<file path="config.mk">
export PLATFORM = sky130hd
export DESIGN_NAME = sensor_message_framer
export DESIGN_NICKNAME = d
export VERILOG_FILES = /design/src/rtl/smf_pkg.sv /design/src/rtl/sensor_message_framer.sv /design/src/rtl/smf_seq.sv /design/src/rtl/smf_datapath.sv
export SDC_FILE = /design/constraint.sdc
export NUM_CORES = 1
export LEC_CHECK = 0
export BUFFER_PORTS_ARGS = -buffer_cell sky130_fd_sc_hd__buf_2
export CAP_MARGIN = 15
export CORE_MARGIN = 2
export CORE_UTILIZATION = 25
export CTS_BUF_LIST = sky130_fd_sc_hd__clkbuf_4
export DETAILED_ROUTE_END_ITERATION = 8
export PLACE_DENSITY_LB_ADDON = 0.2
export SKIP_CTS_REPAIR_TIMING = 1
export SLEW_MARGIN = 10
export SYNTH_ARGS = -nofsm -noshare
export SYNTH_HDL_FRONTEND = slang
export SYNTH_HIERARCHICAL = 1
export SYNTH_SLANG_ARGS = --single-unit
</file>
<file path="constraint.sdc">
create_clock -name clk -period 7.1 [get_ports clk]
set_clock_uncertainty 0.05 [all_clocks]
set_input_delay 0.355 -clock clk [delete_from_list [all_inputs] [get_ports clk]]
set_output_delay 0.355 -clock clk [all_outputs]
set_load 0.005 [all_outputs]
</file>
<file path="src/rtl/smf_pkg.sv">
// ----------------------------------------------------------------------------
// smf_pkg
// Shared types, constants and lookup functions of the sensor message framer.
// ----------------------------------------------------------------------------
`default_nettype none

package smf_pkg;

  // Message kinds carried on the input tuser
  typedef enum logic [1:0] {
    KIND_MOTION  = 2'd0,
    KIND_COMPASS = 2'd1,
    KIND_ENV     = 2'd2,
    KIND_UNKNOWN = 2'd3
  } kind_t;

  // Frame constants
  localparam logic [7:0]  START_BYTE  = 8'h01;
  localparam logic [7:0]  ID_MOTION   = 8'h10;
  localparam logic [7:0]  ID_COMPASS  = 8'h11;
  localparam logic [7:0]  ID_ENV      = 8'h12;
  localparam logic [15:0] LEN_MOTION  = 16'(3 * 3 * 4);
  localparam logic [15:0] LEN_COMPASS = 16'(4 * 4 + 1);
  localparam logic [15:0] LEN_ENV     = 16'(3 * 4);

  localparam int NUM_WORDS   = 9;
  localparam int WORD_BITS   = 32;
  localparam int MSG_BITS    = NUM_WORDS * WORD_BITS;
  localparam int CNT_BITS    = 6;

  // Byte source picked by one microcode step
  typedef enum logic [2:0] {
    SEL_START   = 3'd0,
    SEL_ID      = 3'd1,
    SEL_LEN_HI  = 3'd2,
    SEL_LEN_LO  = 3'd3,
    SEL_PAYLOAD = 3'd4,
    SEL_STATUS  = 3'd5,
    SEL_SUM     = 3'd6
  } byte_sel_t;

  // Step counter of the microprogram
  typedef logic [2:0] pc_t;

  // One control word of the microprogram
  typedef struct packed {
    byte_sel_t sel;
    logic      loop;   // repeat step until the word byte count runs out
    logic      skip;   // on leaving, jump over the next step unless compass
    logic      last;   // closing byte of the frame
  } ucode_t;

  // Control from the sequencer to the datapath
  typedef struct packed {
    logic      busy;
    logic      emit;
    byte_sel_t sel;
    logic      last;
    kind_t     kind;
  } dp_ctl_t;

  // Frame id per kind
  function automatic logic [7:0] kind_id(kind_t kind);
    logic [7:0] id;
    unique case (kind)
      KIND_MOTION:  id = ID_MOTION;
      KIND_COMPASS: id = ID_COMPASS;
      KIND_ENV:     id = ID_ENV;
      default:      id = ID_ENV;
    endcase
    return id;
  endfunction

  // Payload length per kind
  function automatic logic [15:0] frame_len(kind_t kind);
    logic [15:0] len;
    unique case (kind)
      KIND_MOTION:  len = LEN_MOTION;
      KIND_COMPASS: len = LEN_COMPASS;
      KIND_ENV:     len = LEN_ENV;
      default:      len = LEN_ENV;
    endcase
    return len;
  endfunction

  // Index of the last word byte (status byte excluded)
  function automatic logic [CNT_BITS-1:0] last_word_byte(kind_t kind);
    logic [CNT_BITS-1:0] n;
    unique case (kind)
      KIND_MOTION:  n = CNT_BITS'(3 * 3 * 4 - 1);
      KIND_COMPASS: n = CNT_BITS'(4 * 4 - 1);
      KIND_ENV:     n = CNT_BITS'(3 * 4 - 1);
      default:      n = CNT_BITS'(3 * 4 - 1);
    endcase
    return n;
  endfunction

endpackage

`default_nettype wire

</file>
<file path="src/rtl/sensor_message_framer.sv">
// ----------------------------------------------------------------------------
// sensor_message_framer
// Frames one sensor message as start, id, length, payload and checksum bytes.
// ----------------------------------------------------------------------------
// The message beat sets the sequencer busy; the start byte is then registered.
// Throughput: one frame byte per cycle unless the output stalls; a frame holds
//   41 (motion), 22 (compass) or 17 (environment) bytes, set by the microcode
//   loop over the payload bytes. The next message is taken on the checksum cycle.
// An unknown kind is taken and emits nothing. Output stalls hold
//   the sequencer. Reset (rst_n low, synchronous) idles the sequencer.
`default_nettype none

module sensor_message_framer (
  input  wire logic         clk,
  input  wire logic         rst_n,
  input  wire logic         in_tvalid,
  output logic              in_tready,
  // word0..word8 [287:0] (word0 lowest), heading_status [295:288]
  input  wire logic [295:0] in_tdata,
  // req_type [1:0]
  input  wire logic [1:0]   in_tuser,
  output logic              out_tvalid,
  input  wire logic         out_tready,
  // frame_byte [7:0]
  output logic [7:0]        out_tdata,
  output logic              out_tlast
);

  logic             load;
  logic             out_free;
  smf_pkg::dp_ctl_t ctl;

  assign load = in_tvalid & in_tready;

  smf_seq u_seq (
    .clk       (clk),
    .rst_n     (rst_n),
    .load      (load),
    .load_kind (in_tuser),
    .out_free  (out_free),
    .ready     (in_tready),
    .ctl       (ctl)
  );

  smf_datapath u_dp (
    .clk         (clk),
    .rst_n       (rst_n),
    .load        (load),
    .load_words  (in_tdata[smf_pkg::MSG_BITS-1:0]),
    .load_status (in_tdata[smf_pkg::MSG_BITS+7:smf_pkg::MSG_BITS]),
    .ctl         (ctl),
    .out_free    (out_free),
    .out_valid   (out_tvalid),
    .out_ready   (out_tready),
    .out_byte    (out_tdata),
    .out_last    (out_tlast)
  );

  // A known message starts the program at the start byte
  a_start: assert property (@(posedge clk) disable iff (!rst_n)
    load && in_tuser != smf_pkg::KIND_UNKNOWN |=>
      ctl.busy && ctl.sel == smf_pkg::SEL_START)
    else $error("known message did not start at start byte");

  // An unknown message taken while idle leaves the block idle
  a_unknown: assert property (@(posedge clk) disable iff (!rst_n)
    load && !ctl.busy && in_tuser == smf_pkg::KIND_UNKNOWN |=> !ctl.busy)
    else $error("unknown message started a frame");

  // Only the checksum step closes a frame
  a_last: assert property (@(posedge clk) disable iff (!rst_n)
    ctl.emit && ctl.last |-> ctl.sel == smf_pkg::SEL_SUM)
    else $error("frame closed on a non-checksum byte");

  // No byte is emitted while the output register is held
  a_hold: assert property (@(posedge clk) disable iff (!rst_n)
    out_tvalid && !out_tready |-> !ctl.emit)
    else $error("byte emitted into a stalled output register");

endmodule

`default_nettype wire

</file>
<file path="src/rtl/smf_seq.sv">
// ----------------------------------------------------------------------------
// smf_seq
// Microcode sequencer: step counter, control ROM, byte loop counter and
// conditional jump over the compass status step.
// ----------------------------------------------------------------------------
`default_nettype none

module smf_seq (
  input  wire logic           clk,
  input  wire logic           rst_n,
  input  wire logic           load,       // message beat accepted
  input  wire logic [1:0]     load_kind,
  input  wire logic           out_free,   // output register can take a byte
  output logic                ready,
  output smf_pkg::dp_ctl_t    ctl
);

  logic                              busy_r, busy_nxt;
  smf_pkg::pc_t                      pc_r, pc_nxt;
  logic [smf_pkg::CNT_BITS-1:0]      cnt_r, cnt_nxt;
  smf_pkg::kind_t                    kind_r, kind_nxt;
  smf_pkg::ucode_t                   uw;
  logic                              fire;
  logic                              cnt_end;
  logic                              known;

  // Control ROM
  always_comb begin
    unique case (pc_r)
      3'd0:    uw = '{sel: smf_pkg::SEL_START,   loop: 1'b0, skip: 1'b0, last: 1'b0};
      3'd1:    uw = '{sel: smf_pkg::SEL_ID,      loop: 1'b0, skip: 1'b0, last: 1'b0};
      3'd2:    uw = '{sel: smf_pkg::SEL_LEN_HI,  loop: 1'b0, skip: 1'b0, last: 1'b0};
      3'd3:    uw = '{sel: smf_pkg::SEL_LEN_LO,  loop: 1'b0, skip: 1'b0, last: 1'b0};
      3'd4:    uw = '{sel: smf_pkg::SEL_PAYLOAD, loop: 1'b1, skip: 1'b1, last: 1'b0};
      3'd5:    uw = '{sel: smf_pkg::SEL_STATUS,  loop: 1'b0, skip: 1'b0, last: 1'b0};
      3'd6:    uw = '{sel: smf_pkg::SEL_SUM,     loop: 1'b0, skip: 1'b0, last: 1'b1};
      default: uw = '{sel: smf_pkg::SEL_SUM,     loop: 1'b0, skip: 1'b0, last: 1'b1};
    endcase
  end

  assign fire    = busy_r & out_free;
  assign cnt_end = (cnt_r == smf_pkg::last_word_byte(kind_r));
  assign known   = (smf_pkg::kind_t'(load_kind) != smf_pkg::KIND_UNKNOWN);
  assign ready   = ~busy_r | (fire & uw.last);

  // Next step
  always_comb begin
    busy_nxt = busy_r;
    pc_nxt   = pc_r;
    cnt_nxt  = cnt_r;
    kind_nxt = kind_r;
    if (fire) begin
      if (uw.loop && !cnt_end) begin
        cnt_nxt = cnt_r + 1'b1;
      end else if (uw.skip && kind_r != smf_pkg::KIND_COMPASS) begin
        pc_nxt = pc_r + 3'd2;
      end else begin
        pc_nxt = pc_r + 3'd1;
      end
      if (uw.last) begin
        busy_nxt = 1'b0;
      end
    end
    if (load) begin
      busy_nxt = known;
      pc_nxt   = '0;
      cnt_nxt  = '0;
      kind_nxt = smf_pkg::kind_t'(load_kind);
    end
  end

  always_ff @(posedge clk) begin
    if (!rst_n) begin
      busy_r <= 1'b0;
      pc_r   <= '0;
      cnt_r  <= '0;
      kind_r <= smf_pkg::KIND_MOTION;
    end else begin
      busy_r <= busy_nxt;
      pc_r   <= pc_nxt;
      cnt_r  <= cnt_nxt;
      kind_r <= kind_nxt;
    end
  end

  assign ctl.busy = busy_r;
  assign ctl.emit = fire;
  assign ctl.sel  = uw.sel;
  assign ctl.last = uw.last;
  assign ctl.kind = kind_r;

endmodule

`default_nettype wire

</file>
<file path="src/rtl/smf_datapath.sv">
// ----------------------------------------------------------------------------
// smf_datapath
// Message shift register, byte select, running checksum and output register.
// ----------------------------------------------------------------------------
`default_nettype none

module smf_datapath (
  input  wire logic                          clk,
  input  wire logic                          rst_n,
  input  wire logic                          load,
  input  wire logic [smf_pkg::MSG_BITS-1:0]  load_words,
  input  wire logic [7:0]                    load_status,
  input  wire smf_pkg::dp_ctl_t              ctl,
  output logic                               out_free,
  output logic                               out_valid,
  input  wire logic                          out_ready,
  output logic [7:0]                         out_byte,
  output logic                               out_last
);

  logic [smf_pkg::MSG_BITS-1:0] msg_r;
  logic [7:0]                   status_r;
  logic [7:0]                   sum_r;
  logic [7:0]                   byte_nxt;
  logic [7:0]                   data_r;
  logic                         last_r;
  logic                         valid_r, valid_nxt;
  logic [15:0]                  len;

  assign len      = smf_pkg::frame_len(ctl.kind);
  assign out_free = ~valid_r | out_ready;

  // Byte source
  always_comb begin
    unique case (ctl.sel)
      smf_pkg::SEL_START:   byte_nxt = smf_pkg::START_BYTE;
      smf_pkg::SEL_ID:      byte_nxt = smf_pkg::kind_id(ctl.kind);
      smf_pkg::SEL_LEN_HI:  byte_nxt = len[15:8];
      smf_pkg::SEL_LEN_LO:  byte_nxt = len[7:0];
      smf_pkg::SEL_PAYLOAD: byte_nxt = msg_r[7:0];
      smf_pkg::SEL_STATUS:  byte_nxt = status_r;
      smf_pkg::SEL_SUM:     byte_nxt = sum_r;
      default:              byte_nxt = sum_r;
    endcase
  end

  // Message store and checksum; words go out low byte first
  always_ff @(posedge clk) begin
    if (load) begin
      msg_r    <= load_words;
      status_r <= load_status;
      sum_r    <= '0;
    end else if (ctl.emit) begin
      sum_r <= sum_r + byte_nxt;
      if (ctl.sel == smf_pkg::SEL_PAYLOAD) begin
        msg_r <= {8'h00, msg_r[smf_pkg::MSG_BITS-1:8]};
      end
    end
  end

  // Output register
  always_comb begin
    valid_nxt = valid_r;
    if (ctl.emit) begin
      valid_nxt = 1'b1;
    end else if (out_ready) begin
      valid_nxt = 1'b0;
    end
  end

  always_ff @(posedge clk) begin
    if (!rst_n) begin
      valid_r <= 1'b0;
    end else begin
      valid_r <= valid_nxt;
    end
  end

  always_ff @(posedge clk) begin
    if (ctl.emit) begin
      data_r <= byte_nxt;
      last_r <= ctl.last;
    end
  end

  assign out_valid = valid_r;
  assign out_byte  = data_r;
  assign out_last  = last_r;

endmodule

`default_nettype wire
</file>
==> run summary <==
Status - completed
Detailed Routing Iterations Pass 1 - 4
Worst hold path class - input port to flip-flop
Pins over their slew limit - 0
Worst-Skew Late Latency - 0.82 ns
Hold_ws - 0.2053 ns
Synthesized area - 14240 sq um
DR WL/cell - 15.47 um
Internal power - 3.782 mW
Fillers - 5553
Effective utilization at floorplan - 25.25%
GRT overflow - 0
Die Y - 242.6 um
Total track usage - 11.54%
Least-Margin Pin Slew - 0.9896 ns
Sw Pwr - 1.250 mW
Die width - 242.6 um
Worst setup SP type - flip-flop
Root buf cell - clkbuf_4
Fin crit share - 59.07%
Reg clk slew, reported paths - 0.06 ns
Mean area per synthesized cell - 17.11 sq um
Total CTS buffers - 98
Relative slew margins - 34.02%
Final setup violation count - 0
CTS HTree Levels - 3
WL final - 36.19 mm
Reg power frac - 49.4%
Number of global-route vias before repair - 9116
Via/cell ratio - 4.116
# clock sinks - 326
Critical path class - flip-flop to flip-flop
First-pass GRT wire length - 52.10 mm
Setup total negative slack - 0 ns
Final Critical Period - 4.194 ns
Worst-case clock buffer depth - 3
Residual DRC - 0
Nets - 1829
Sw Share - 24.85%
RSZ-0062 raised after global routing - no
Die area - 58870 sq um
P per Cell Area - 240.9 nW/um^2
# IOs - 313
Synthesis-to-layout area growth - 46.71%
Fmax - 238.4 MHz
# rows - 87
Core area - 56390 sq um
YS warnings - 6
Largest net degree at the start of global routing - 167
Post-route ant nets - 0
Required @ worst endpoint - 7.60 ns
Max-cap viol count - 0
Fraction of layout cells with a size suffix above 1 - 48.32%
CTS tree - done
Leak - 7.950 nW
Hpwl dp - 22.26 mm
Critical Path Fanout Max - 166
Cells after synthesis - 832
Clock share of power - 35.5%
Synth Net Count - 1148
Critical Path AT - 4.70 ns
RePlAce Congestion - 0.7379
Worst VDD drop - 148.0 uV
Fin. Hold Viols - 0
Via count - 9631
Crit end category - flip-flop
I/O Buffers - 312
Comb power frac - 15.1%
Initial antenna violation count - 5
Drt initial violations - 407
per-layer routing:
layer | track usage [%] | up-vias | routed length [um]
met3 | 5.739 | 79 | 2407
met4 | 4.836 | 4 | 960
met2 | 17.71 | 275 | 17190
li1 | - | 4668 | -
met5 | 0 | - | 27
met1 | 13.69 | 4605 | 15610
power groups by stage:
stage | registers [mW] | logic (mW) | clock network (mW)
floorplan | 2.52 | 0.441 | 0
global placement | 2.53 | 0.626 | 0
detailed placement | 2.53 | 0.633 | 0
CTS | 2.49 | 0.637 | 1.90
global route | 2.51 | 0.837 | 1.99
finish | 2.49 | 0.762 | 1.78
worst max-delay path: stages, from the launching register on:
cell and delay, ns:
dfxtp_1 0.37, ha_1 0.23, ha_1 0.21, a2111oi_2 0.49
nand2_1 0.13, nand2_1 0.12, and2_4 0.17, buf_12 0.60
buf_4 0.87, mux2_2 0.42
through the flow:
stage          std cells  power (mW)  setup slack (ns)  util, %  cell area (sq um)
2_1_floorplan        832       2.959            0.4862        -              14240
3_3_place_gp        1866       3.153             2.850    29.51              16640
3_5_place_dp        1866       3.160             2.797    29.51              16640
4_1_cts             2032       5.024             2.778    31.64              17840
5_1_grt             2340       5.335             2.552    37.04              20890
6_report            2340       5.032             2.906    37.04              20890
sequential cells by signal, summed over array words and instances (netlist names):
name            flops
u_dp/status_r       8
u_dp/out_valid      1
u_seq/cnt_r         6
u_dp/msg_r        288
u_dp/out_byte       8
u_dp/out_last       1
u_dp/sum_r          8
u_seq/kind_r        2
u_seq/busy_r        1
u_seq/pc_r          3
cell usage in the layout (no fill, tap or decap), drive strengths merged, types with 5 or more instances in the layout:
master	instances
a211oi	5
a21oi	16
and2	10
buf	320
clkbuf	139
clkinv	22
dfxtp	21
diode	5
dlygate4sd3	302
edfxtp	305
ha	13
inv	9
mux2	281
mux2i	13
nand2	16
nand2b	7
nand3	5
nor2	23
nor2b	5
o211ai	7
o21ai	14
xnor2	7
path summary, 6_finish.rpt:
path | startpoint | to | slack [ns] | cells past startpoint
max | u_seq/pc_r[1] | u_dp/msg_r[158] | 2.91 | 9
min reg2reg | u_seq/cnt_r[1] | u_seq/cnt_r[1] | 0.42 | 2
max reg2reg | u_seq/pc_r[1] | u_dp/msg_r[158] | 2.91 | 9
min | in_tdata[294] | u_dp/status_r[6] | 0.21 | 2
cell type report:
| class | instances | area [sq um] | area share, % |
|---|---|---|---|
| tap | 756 | 945.9 | 4.529 |
| antenna | 5 | 12.51 | 0.05991 |
| timing repair buffer | 622 | 4682 | 22.42 |
| multi-input combinational | 457 | 4434 | 21.23 |
| sequential | 326 | 9579 | 45.86 |
| clock inverter | 27 | 158.9 | 0.7608 |
| clock buffer | 139 | 1044 | 4.996 |
| inverter | 8 | 30.03 | 0.1438 |
Power figures use the tool's default switching activity.
